File: src/sv/assert_macros.svh
// Assertion macros shared by pkc_core and power_key_press_classifier.
`ifndef ASSERT_MACROS_SVH
`define ASSERT_MACROS_SVH

// Clocked check, disabled while reset is held.
`define PKC_ASSERT(label, prop, msg) \
  label: assert property (@(posedge clk) disable iff (!rst_n) prop) else $error(msg);

// Clocked implication, disabled while reset is held.
`define PKC_ASSERT_IMP(label, ante, cons, msg) \
  `PKC_ASSERT(label, (ante) |-> (cons), msg)

// Clocked next-cycle implication, disabled while reset is held.
`define PKC_ASSERT_NXT(label, ante, cons, msg) \
  `PKC_ASSERT(label, (ante) |=> (cons), msg)

`endif

File: src/sv/pkc_pkg.sv
// Types and constants for the power key press classifier.
package pkc_pkg;

  localparam int unsigned CFG_W      = 16;
  localparam int unsigned TIME_W     = 32;
  localparam int unsigned APB_DATA_W = 32;
  localparam int unsigned APB_ADDR_W = 4;

  localparam logic [CFG_W-1:0] DEBOUNCE_RST = 16'd50;
  localparam logic [CFG_W-1:0] SHUTDOWN_RST = 16'd3000;
  localparam logic [CFG_W-1:0] SHORT_RST    = 16'd1000;

  typedef enum logic [1:0] {
    REG_DEBOUNCE = 2'd0,
    REG_SHUTDOWN = 2'd1,
    REG_SHORT    = 2'd2,
    REG_NONE     = 2'd3
  } reg_idx_t;

  typedef enum logic [1:0] {
    EV_NONE     = 2'd0,
    EV_PROMPT   = 2'd1,
    EV_SHUTDOWN = 2'd2,
    EV_SHORT    = 2'd3
  } event_t;

  typedef struct packed {
    logic [CFG_W-1:0] debounce_ms;
    logic [CFG_W-1:0] shutdown_ms;
    logic [CFG_W-1:0] short_press_ms;
  } cfg_t;

  typedef struct packed {
    event_t event_res;
    logic   power_enable;
  } step_res_t;

endpackage

File: src/sv/pkc_cfg.sv
// APB register file holding the three timing thresholds.
module pkc_cfg (
  input  logic                              clk,
  input  logic                              rst_n,
  input  logic                              cfg_psel,
  input  logic                              cfg_penable,
  input  logic                              cfg_pwrite,
  input  logic [pkc_pkg::APB_ADDR_W-1:0]    cfg_paddr,
  input  logic [pkc_pkg::APB_DATA_W-1:0]    cfg_pwdata,
  output logic [pkc_pkg::APB_DATA_W-1:0]    cfg_prdata,
  output logic                              cfg_pready,
  output pkc_pkg::cfg_t                     cfg
);
  import pkc_pkg::*;

  cfg_t     cfg_r;
  cfg_t     cfg_nxt;
  reg_idx_t idx;
  logic     wr_en;

  assign idx        = reg_idx_t'(cfg_paddr[APB_ADDR_W-1:2]);
  assign cfg_pready = 1'b1;
  assign wr_en      = cfg_psel & cfg_penable & cfg_pwrite;

  always_comb begin
    cfg_nxt = cfg_r;
    if (wr_en) begin
      case (idx)
        REG_DEBOUNCE: cfg_nxt.debounce_ms    = cfg_pwdata[CFG_W-1:0];
        REG_SHUTDOWN: cfg_nxt.shutdown_ms    = cfg_pwdata[CFG_W-1:0];
        REG_SHORT:    cfg_nxt.short_press_ms = cfg_pwdata[CFG_W-1:0];
        default:      cfg_nxt = cfg_r;
      endcase
    end
  end

  always_comb begin
    case (idx)
      REG_DEBOUNCE: cfg_prdata = {{(APB_DATA_W-CFG_W){1'b0}}, cfg_r.debounce_ms};
      REG_SHUTDOWN: cfg_prdata = {{(APB_DATA_W-CFG_W){1'b0}}, cfg_r.shutdown_ms};
      REG_SHORT:    cfg_prdata = {{(APB_DATA_W-CFG_W){1'b0}}, cfg_r.short_press_ms};
      default:      cfg_prdata = '0;
    endcase
  end

  always_ff @(posedge clk) begin
    if (!rst_n) begin
      cfg_r.debounce_ms    <= DEBOUNCE_RST;
      cfg_r.shutdown_ms    <= SHUTDOWN_RST;
      cfg_r.short_press_ms <= SHORT_RST;
    end else begin
      cfg_r <= cfg_nxt;
    end
  end

  assign cfg = cfg_r;

endmodule

File: src/sv/pkc_core.sv
// Debounce, hold timing and event classification state for one key poll.
module pkc_core (
  input  logic                           clk,
  input  logic                           rst_n,
  input  logic                           commit,
  input  logic                           key_level,
  input  logic [pkc_pkg::TIME_W-1:0]     now_ms,
  input  pkc_pkg::cfg_t                  cfg,
  output pkc_pkg::step_res_t             res
);
  import pkc_pkg::*;
  `include "assert_macros.svh"

  logic              prev_raw_r,       prev_raw_nxt;
  logic              stable_level_r,   stable_level_nxt;
  logic [TIME_W-1:0] change_time_r,    change_time_nxt;
  logic [TIME_W-1:0] press_start_r,    press_start_nxt;
  logic              held_r,           held_nxt;
  logic              prompt_pending_r, prompt_pending_nxt;
  logic              power_latch_r,    power_latch_nxt;

  logic [TIME_W-1:0] elapsed;
  logic [TIME_W-1:0] hold;
  logic              hold_ge_shut;
  logic              hold_lt_short;
  event_t            ev;

  always_comb begin
    prev_raw_nxt       = key_level;
    change_time_nxt    = (key_level != prev_raw_r) ? now_ms : change_time_r;
    // elapsed is zero on a change poll, so the new level waits at least one poll
    elapsed            = now_ms - change_time_nxt;
    stable_level_nxt   = (elapsed > {{(TIME_W-CFG_W){1'b0}}, cfg.debounce_ms}) ?
                         key_level : stable_level_r;
    hold               = now_ms - press_start_r;
    hold_ge_shut       = hold >= {{(TIME_W-CFG_W){1'b0}}, cfg.shutdown_ms};
    hold_lt_short      = hold <  {{(TIME_W-CFG_W){1'b0}}, cfg.short_press_ms};

    press_start_nxt    = press_start_r;
    held_nxt           = held_r;
    prompt_pending_nxt = prompt_pending_r;
    power_latch_nxt    = power_latch_r;
    ev                 = EV_NONE;

    if (!stable_level_nxt) begin
      if (!held_r) begin
        held_nxt           = 1'b1;
        press_start_nxt    = now_ms;
        prompt_pending_nxt = 1'b0;
      end else if (!prompt_pending_r && hold_ge_shut) begin
        prompt_pending_nxt = 1'b1;
        ev                 = EV_PROMPT;
      end
    end else if (held_r) begin
      held_nxt = 1'b0;
      if (prompt_pending_r) begin
        prompt_pending_nxt = 1'b0;
        power_latch_nxt    = 1'b0;
        ev                 = EV_SHUTDOWN;
      end else if (!hold_ge_shut && hold_lt_short) begin
        ev = EV_SHORT;
      end
    end
  end

  always_ff @(posedge clk) begin
    if (!rst_n) begin
      prev_raw_r       <= 1'b1;
      stable_level_r   <= 1'b1;
      change_time_r    <= '0;
      press_start_r    <= '0;
      held_r           <= 1'b0;
      prompt_pending_r <= 1'b0;
      power_latch_r    <= 1'b1;
    end else if (commit) begin
      prev_raw_r       <= prev_raw_nxt;
      stable_level_r   <= stable_level_nxt;
      change_time_r    <= change_time_nxt;
      press_start_r    <= press_start_nxt;
      held_r           <= held_nxt;
      prompt_pending_r <= prompt_pending_nxt;
      power_latch_r    <= power_latch_nxt;
    end
  end

  assign res.event_res    = ev;
  assign res.power_enable = power_latch_nxt;

  `PKC_ASSERT_NXT(a_latch_sticky, !power_latch_r, !power_latch_r,
                  "power latch came back on without reset")
  `PKC_ASSERT_IMP(a_prompt_needs_hold, prompt_pending_r, held_r,
                  "prompt pending while no press is held")
  `PKC_ASSERT_NXT(a_shutdown_drops, commit && res.event_res == EV_SHUTDOWN, !power_latch_r,
                  "shutdown event did not clear power latch")

endmodule

File: src/sv/power_key_press_classifier.sv
// Power key press classifier: input register, classifier step, result register.
// Polls move from the input register to the result register, one per cycle while
// no valid result is stalled; the input register refills in the cycle it drains.
// A stalled result blocks at most the one poll waiting in the input register.
// Synchronous active-low reset: thresholds 50/3000/1000 ms, key released, power on.
module power_key_press_classifier (
  input  logic                              clk,
  input  logic                              rst_n,
  input  logic                              in_valid,
  output logic                              in_stall,
  input  logic                              in_key_level,
  input  logic [pkc_pkg::TIME_W-1:0]        in_now_ms,
  output logic                              out_valid,
  input  logic                              out_stall,
  output logic [1:0]                        out_event_res,
  output logic                              out_power_enable,
  input  logic                              cfg_psel,
  input  logic                              cfg_penable,
  input  logic                              cfg_pwrite,
  input  logic [pkc_pkg::APB_ADDR_W-1:0]    cfg_paddr,
  input  logic [pkc_pkg::APB_DATA_W-1:0]    cfg_pwdata,
  output logic [pkc_pkg::APB_DATA_W-1:0]    cfg_prdata,
  output logic                              cfg_pready
);
  import pkc_pkg::*;
  `include "assert_macros.svh"

  cfg_t              cfg;
  step_res_t         res;

  logic              in_vld_r;
  logic              key_r;
  logic [TIME_W-1:0] now_r;
  logic              out_vld_r;
  event_t            event_r;
  logic              power_r;
  logic              adv;
  logic              in_take;

  pkc_cfg u_cfg (
    .clk         (clk),
    .rst_n       (rst_n),
    .cfg_psel    (cfg_psel),
    .cfg_penable (cfg_penable),
    .cfg_pwrite  (cfg_pwrite),
    .cfg_paddr   (cfg_paddr),
    .cfg_pwdata  (cfg_pwdata),
    .cfg_prdata  (cfg_prdata),
    .cfg_pready  (cfg_pready),
    .cfg         (cfg)
  );

  pkc_core u_core (
    .clk       (clk),
    .rst_n     (rst_n),
    .commit    (adv),
    .key_level (key_r),
    .now_ms    (now_r),
    .cfg       (cfg),
    .res       (res)
  );

  // held poll moves to the result register when that register is free or draining
  assign adv      = in_vld_r & (~out_vld_r | ~out_stall);
  assign in_stall = in_vld_r & ~adv;
  assign in_take  = in_valid & ~in_stall;

  always_ff @(posedge clk) begin
    if (!rst_n) begin
      in_vld_r <= 1'b0;
    end else begin
      in_vld_r <= in_take | (in_vld_r & ~adv);
    end
  end

  always_ff @(posedge clk) begin
    if (in_take) begin
      key_r <= in_key_level;
      now_r <= in_now_ms;
    end
  end

  always_ff @(posedge clk) begin
    if (!rst_n) begin
      out_vld_r <= 1'b0;
      event_r   <= EV_NONE;
      power_r   <= 1'b1;
    end else begin
      if (adv) begin
        out_vld_r <= 1'b1;
        event_r   <= res.event_res;
        power_r   <= res.power_enable;
      end else if (!out_stall) begin
        out_vld_r <= 1'b0;
      end
    end
  end

  assign out_valid        = out_vld_r;
  assign out_event_res    = event_r;
  assign out_power_enable = power_r;

  `PKC_ASSERT_NXT(a_adv_fills_out, adv, out_vld_r,
                  "transfer into result register lost")
  `PKC_ASSERT_NXT(a_in_held, in_vld_r && !adv, in_vld_r,
                  "waiting poll dropped from input register")
  `PKC_ASSERT_IMP(a_power_fall_event, $fell(power_r), event_r == EV_SHUTDOWN,
                  "power dropped without a shutdown event")

endmodule

File: config.mk
export PLATFORM = sky130hd
export DESIGN_NAME = power_key_press_classifier
export DESIGN_NICKNAME = d
export VERILOG_FILES = /design/src/sv/pkc_pkg.sv /design/src/sv/pkc_cfg.sv /design/src/sv/pkc_core.sv /design/src/sv/power_key_press_classifier.sv
export VERILOG_INCLUDE_DIRS = /design/src /design/src/sv
export SDC_FILE = /design/constraint.sdc
export NUM_CORES = 1
export LEC_CHECK = 0
export CORE_MARGIN = 1
export CORE_UTILIZATION = 65
export DETAILED_ROUTE_END_ITERATION = 6
export DONT_BUFFER_PORTS = 1
export PLACE_DENSITY_LB_ADDON = 0.2
export SLEW_MARGIN = 15
export SYNTH_ARGS = -nofsm -noshare
export SYNTH_HDL_FRONTEND = slang
export SYNTH_SLANG_ARGS = --single-unit
File: constraint.sdc
create_clock -name clk -period 12.5 [get_ports clk]
set_input_delay 0.625 -clock clk [delete_from_list [all_inputs] [get_ports clk]]
set_output_delay 0.625 -clock clk [all_outputs]
set_load 0.02 [all_outputs]
==> impl_metrics.csv <==
group,metric,value,unit
die,placement_rows,48,
cts,clk_root_buffer_cell,"clkbuf_16",
drt,detail_route.drc_violations,0,
critical_path,critPathSlowestCell,"nor4_1",
logic_synthesis,synth_warnings,0,
power_and_ir_drop,power.ir.vdd_worst,106.7,µV
logic_synthesis,post_synth_mux_area_share,0.04033,
sta,timing_max_transition_violations_final,0,
critical_path,timing.critical_path.fanout_max,32,
sta,timing.final.crit_share,0.5658,
sta,clock-skew-final,0.01164,ns
job,maxCapViolations,0,
critical_path,critical-path-top-delay-family,"compound AO/OA/AOI/OAI gates",
critical_path,crit_path_end_kind,"register",
finish,final_core_utilization,0.6998,
placed_design,post-place-cells,1652,
cts,clock_tree.buffer_depth,2,
hold_path,holdCritPathClass,"primary input to register",
critical_path,slowest_delay,0.66,ns
cts,clock_tree.htree_level_count,4,
logic_synthesis,combinational_family_with_the_most_area_after_synthesis,"compound AO/OA/AOI/OAI gates",
finish,register_area,0.003413,mm²
placed_design,io_buffer_count,0,
die,die_y,134.9,µm
logic_synthesis,synth_xor_xnor_area_share,0.03499,
drt,routed_wl,30080,µm
critical_path,arrival,7.33,ns
placed_design,place_worst_setup_slack,5.595,ns
sta,rsz0062_at_grt,"false",
critical_path,timing_worst_setup_path_type,"register to register",
finish,stdcell_count,1684,
die,fp.dieArea,0.01820,mm²
placed_design,gp_routability_congestion,0.9877,
die,start_util,0.6637,
sta,worst_hold_slack,0.2721,ns
sta,slew_margin_rel,0.2221,
sta,setup-tns-final,0,ns
hold_path,holdPathEnd,"u_cfg.cfg[7]$_SDFFE_PN1P_",
sta,hold_viol_final,0,
finish,number_of_nets_in_the_layout,1622,
sta,final_min_period,7.073,ns
sta,max_slew.worst_pin.slew,1.137,ns
grt,overflow,0,
critical_path,worst-path-buf-inv,2,
logic_synthesis,post_synth_adder_cell_area,0.1114,
sta,fmaxAchievable,0.1414,GHz
cts,clk_transition_reported_paths,0.07,ns
cts,cts_sinks,154,
critical_path,rr_worst_depth,25,
drt,detail_route.vias_per_cell,6.357,
finish,design_area,0.01210,mm²
critical_path,crit_path_most_repeated_cell,"a21oi_1",
die,die_width,134.9,µm
sta,setup_slack,5.427,ns
logic_synthesis,syn_avg_cell_area,7.694,µm²
sta,timing.final.setup_violations,0,
drt,router_iterations_before_antenna_repair,5,
logic_synthesis,ys.flop_type,"dfxtp_1",
power_and_ir_drop,post-layout-total-power,1.466,mW
grt,grt_first_pass_wirelength,47790,µm
logic_synthesis,synth_enable_flop_cells,33,
run_status,run_status,"finished, final reports clean",
cts,cts_inserted_buffers,17,
drt,detailroute.via_count,10706,
placed_design,postPlaceCellArea,0.01154,mm²
finish,flow.area_growth_from_synthesis,5.439,%
die,core_area,0.01730,mm²
placed_design,detailed_place_hpwl,22450,µm
drt,post_drt_wl_per_cell,17.86,µm
hold_path,worst_hold_path_cell_count,1,
drt,final_antenna_violating_net_count,0,
critical_path,crit_path_start_kind,"register",
cts,cts.hold.buffers_added,0,
logic_synthesis,synthSimpleGateAreaFrac,0.2066,
cts,clock_tree_from_tritoncts,"done",
cts,count_of_buffers_added_by_post_cts_timing_repair_for_setup,0,
logic_synthesis,post_synth_inst_count,1492,
finish,multi_input_comb_area,0.007371,mm²
logic_synthesis,synthArstFlopShare,0,
grt,largest_net_degree_at_the_start_of_global_routing,101,
logic_synthesis,synth_cell_types,73,
drt,drt-initial-drc-count,802,
power_and_ir_drop,power.density,121.1,mW/mm²
critical_path,rrSetupSlack,5.43,ns
logic_synthesis,synth_seq_cells,154,
critical_path,crit-reg2reg-launch,"key_r$_DFFE_PP_",
cts,post_cts.resized_instances,0,
finish,diodes,0,
finish,final_layout_size_suffix_gt1_frac,0.04318,
critical_path,crit_required,12.76,ns
critical_path,critical_path.reg2reg.endpoint,"u_core.press_start_r[31]$_SDFFE_PN0P_",
cts,clk_latency,0.44,ns
grt,grtUsageTotal,0.3347,
logic_synthesis,synth_compound_gate_area_share,0.2385,
die,io-pin-count,114,
grt,number_of_antenna_violations_at_the_first_check_in_global_routing,0,
logic_synthesis,synthesis.area,0.01148,mm²
logic_synthesis,synth_seq_area_share,0.2973,
critical_path,cp-startpoint,"key_r$_DFFE_PP_",
hold_path,hold_path_startpoint,"rst_n",
power_and_ir_drop,leak_pwr,4.685,nW
finish,nFillCells,1436,
grt,via_count_of_the_first_global_routing_pass,9698,
logic make-up (layout without fill, tap and decap cells):
logic type	after synthesis	after routing
fa+ha+maj	102	102
compound gates	448	448
other cells	2	17
xor+xnor	45	45
buf+inv	196	148
mux	46	46
simple gates	499	499
flops	154	154
cell usage after synthesis (19+ instances only):
cell,count,area share
clkbuf_1,65,0.021
ha_1,99,0.11
nand2b_1,19,0.010
a21oi_1,170,0.074
nor2_1,68,0.022
o21ai_1,39,0.017
o21ai_0,68,0.030
a21o_1,24,0.016
nand3_1,31,0.014
nand4_1,22,0.012
or3_1,36,0.020
mux2i_1,44,0.038
nor2b_1,21,0.011
inv_1,105,0.034
edfxtp_1,33,0.086
xor2_1,27,0.021
dfxtp_1,121,0.21
nand2_1,233,0.076
o211ai_1,29,0.019
flip-flops by register name (all words and copies together), names as in the netlist:
signal and count:
out_event_res 2, in_vld_r 1, u_core.power_latch_r 1, out_valid 1, u_core.change_time_r 32, key_r 1, u_core.press_start_r 32, u_core.held_r 1
u_cfg.cfg 48, u_core.prev_raw_r 1, now_r 32, u_core.prompt_pending_r 1, u_core.stable_level_r 1
cell usage in the layout (no fill, tap or decap), drive strengths merged, types with 7 or more instances in the layout:
| master | instances |
|---|---|
| a2111oi | 8 |
| a21o | 24 |
| a21oi | 170 |
| a221oi | 7 |
| a31oi | 17 |
| and2 | 8 |
| and3 | 9 |
| and4 | 7 |
| buf | 10 |
| clkbuf | 17 |
| conb | 17 |
| dfxtp | 121 |
| edfxtp | 33 |
| ha | 99 |
| inv | 113 |
| mux2i | 44 |
| nand2 | 233 |
| nand2b | 19 |
| nand3 | 31 |
| nand4 | 22 |
| nor2 | 68 |
| nor2b | 21 |
| nor3 | 17 |
| nor4 | 11 |
| o2111ai | 7 |
| o211ai | 29 |
| o21a | 14 |
| o21ai | 107 |
| o21bai | 9 |
| o31ai | 7 |
| or3 | 36 |
| xnor2 | 17 |
| xor2 | 28 |
how the worst max path moves through the flow:
stage	endpoint	slack (ns)	cells past startpoint
after detailed placement	u_core.press_start_r[31]$_SDFFE_PN0P_	5.60	25
after global placement	u_core.press_start_r[31]$_SDFFE_PN0P_	5.64	25
after CTS	u_core.press_start_r[31]$_SDFFE_PN0P_	5.53	25
final	u_core.press_start_r[31]$_SDFFE_PN0P_	5.43	25
after floorplan	u_core.press_start_r[10]$_SDFFE_PN0P_	6.22	28
after global routing	u_core.press_start_r[31]$_SDFFE_PN0P_	5.11	25
layer usage:
layer	share of wire	up-vias	GRT usage
met5	0	-	0
met4	0.023	0	0.1086
met3	0.070	60	0.05218
met2	0.46	426	0.5461
met1	0.45	4992	0.4519
li1	-	5228	-
final cells by class:
class,instances,area share
multi-input combinational,1157,0.6090
sequential,154,0.2820
clock buffer,17,0.03515
inverter,106,0.03287
tap,225,0.02326
clock inverter,15,0.01158
timing repair buffer,10,0.006202
power breakdown:
part | switching (mW) | leakage (nW) | internal [mW]
clock | 0.230 | 0.282 | 0.278
sequential | 0.0208 | 1.30 | 0.527
combinational | 0.251 | 3.10 | 0.159
total | 0.502 | 4.68 | 0.964
Power figures use the tool's default switching activity.
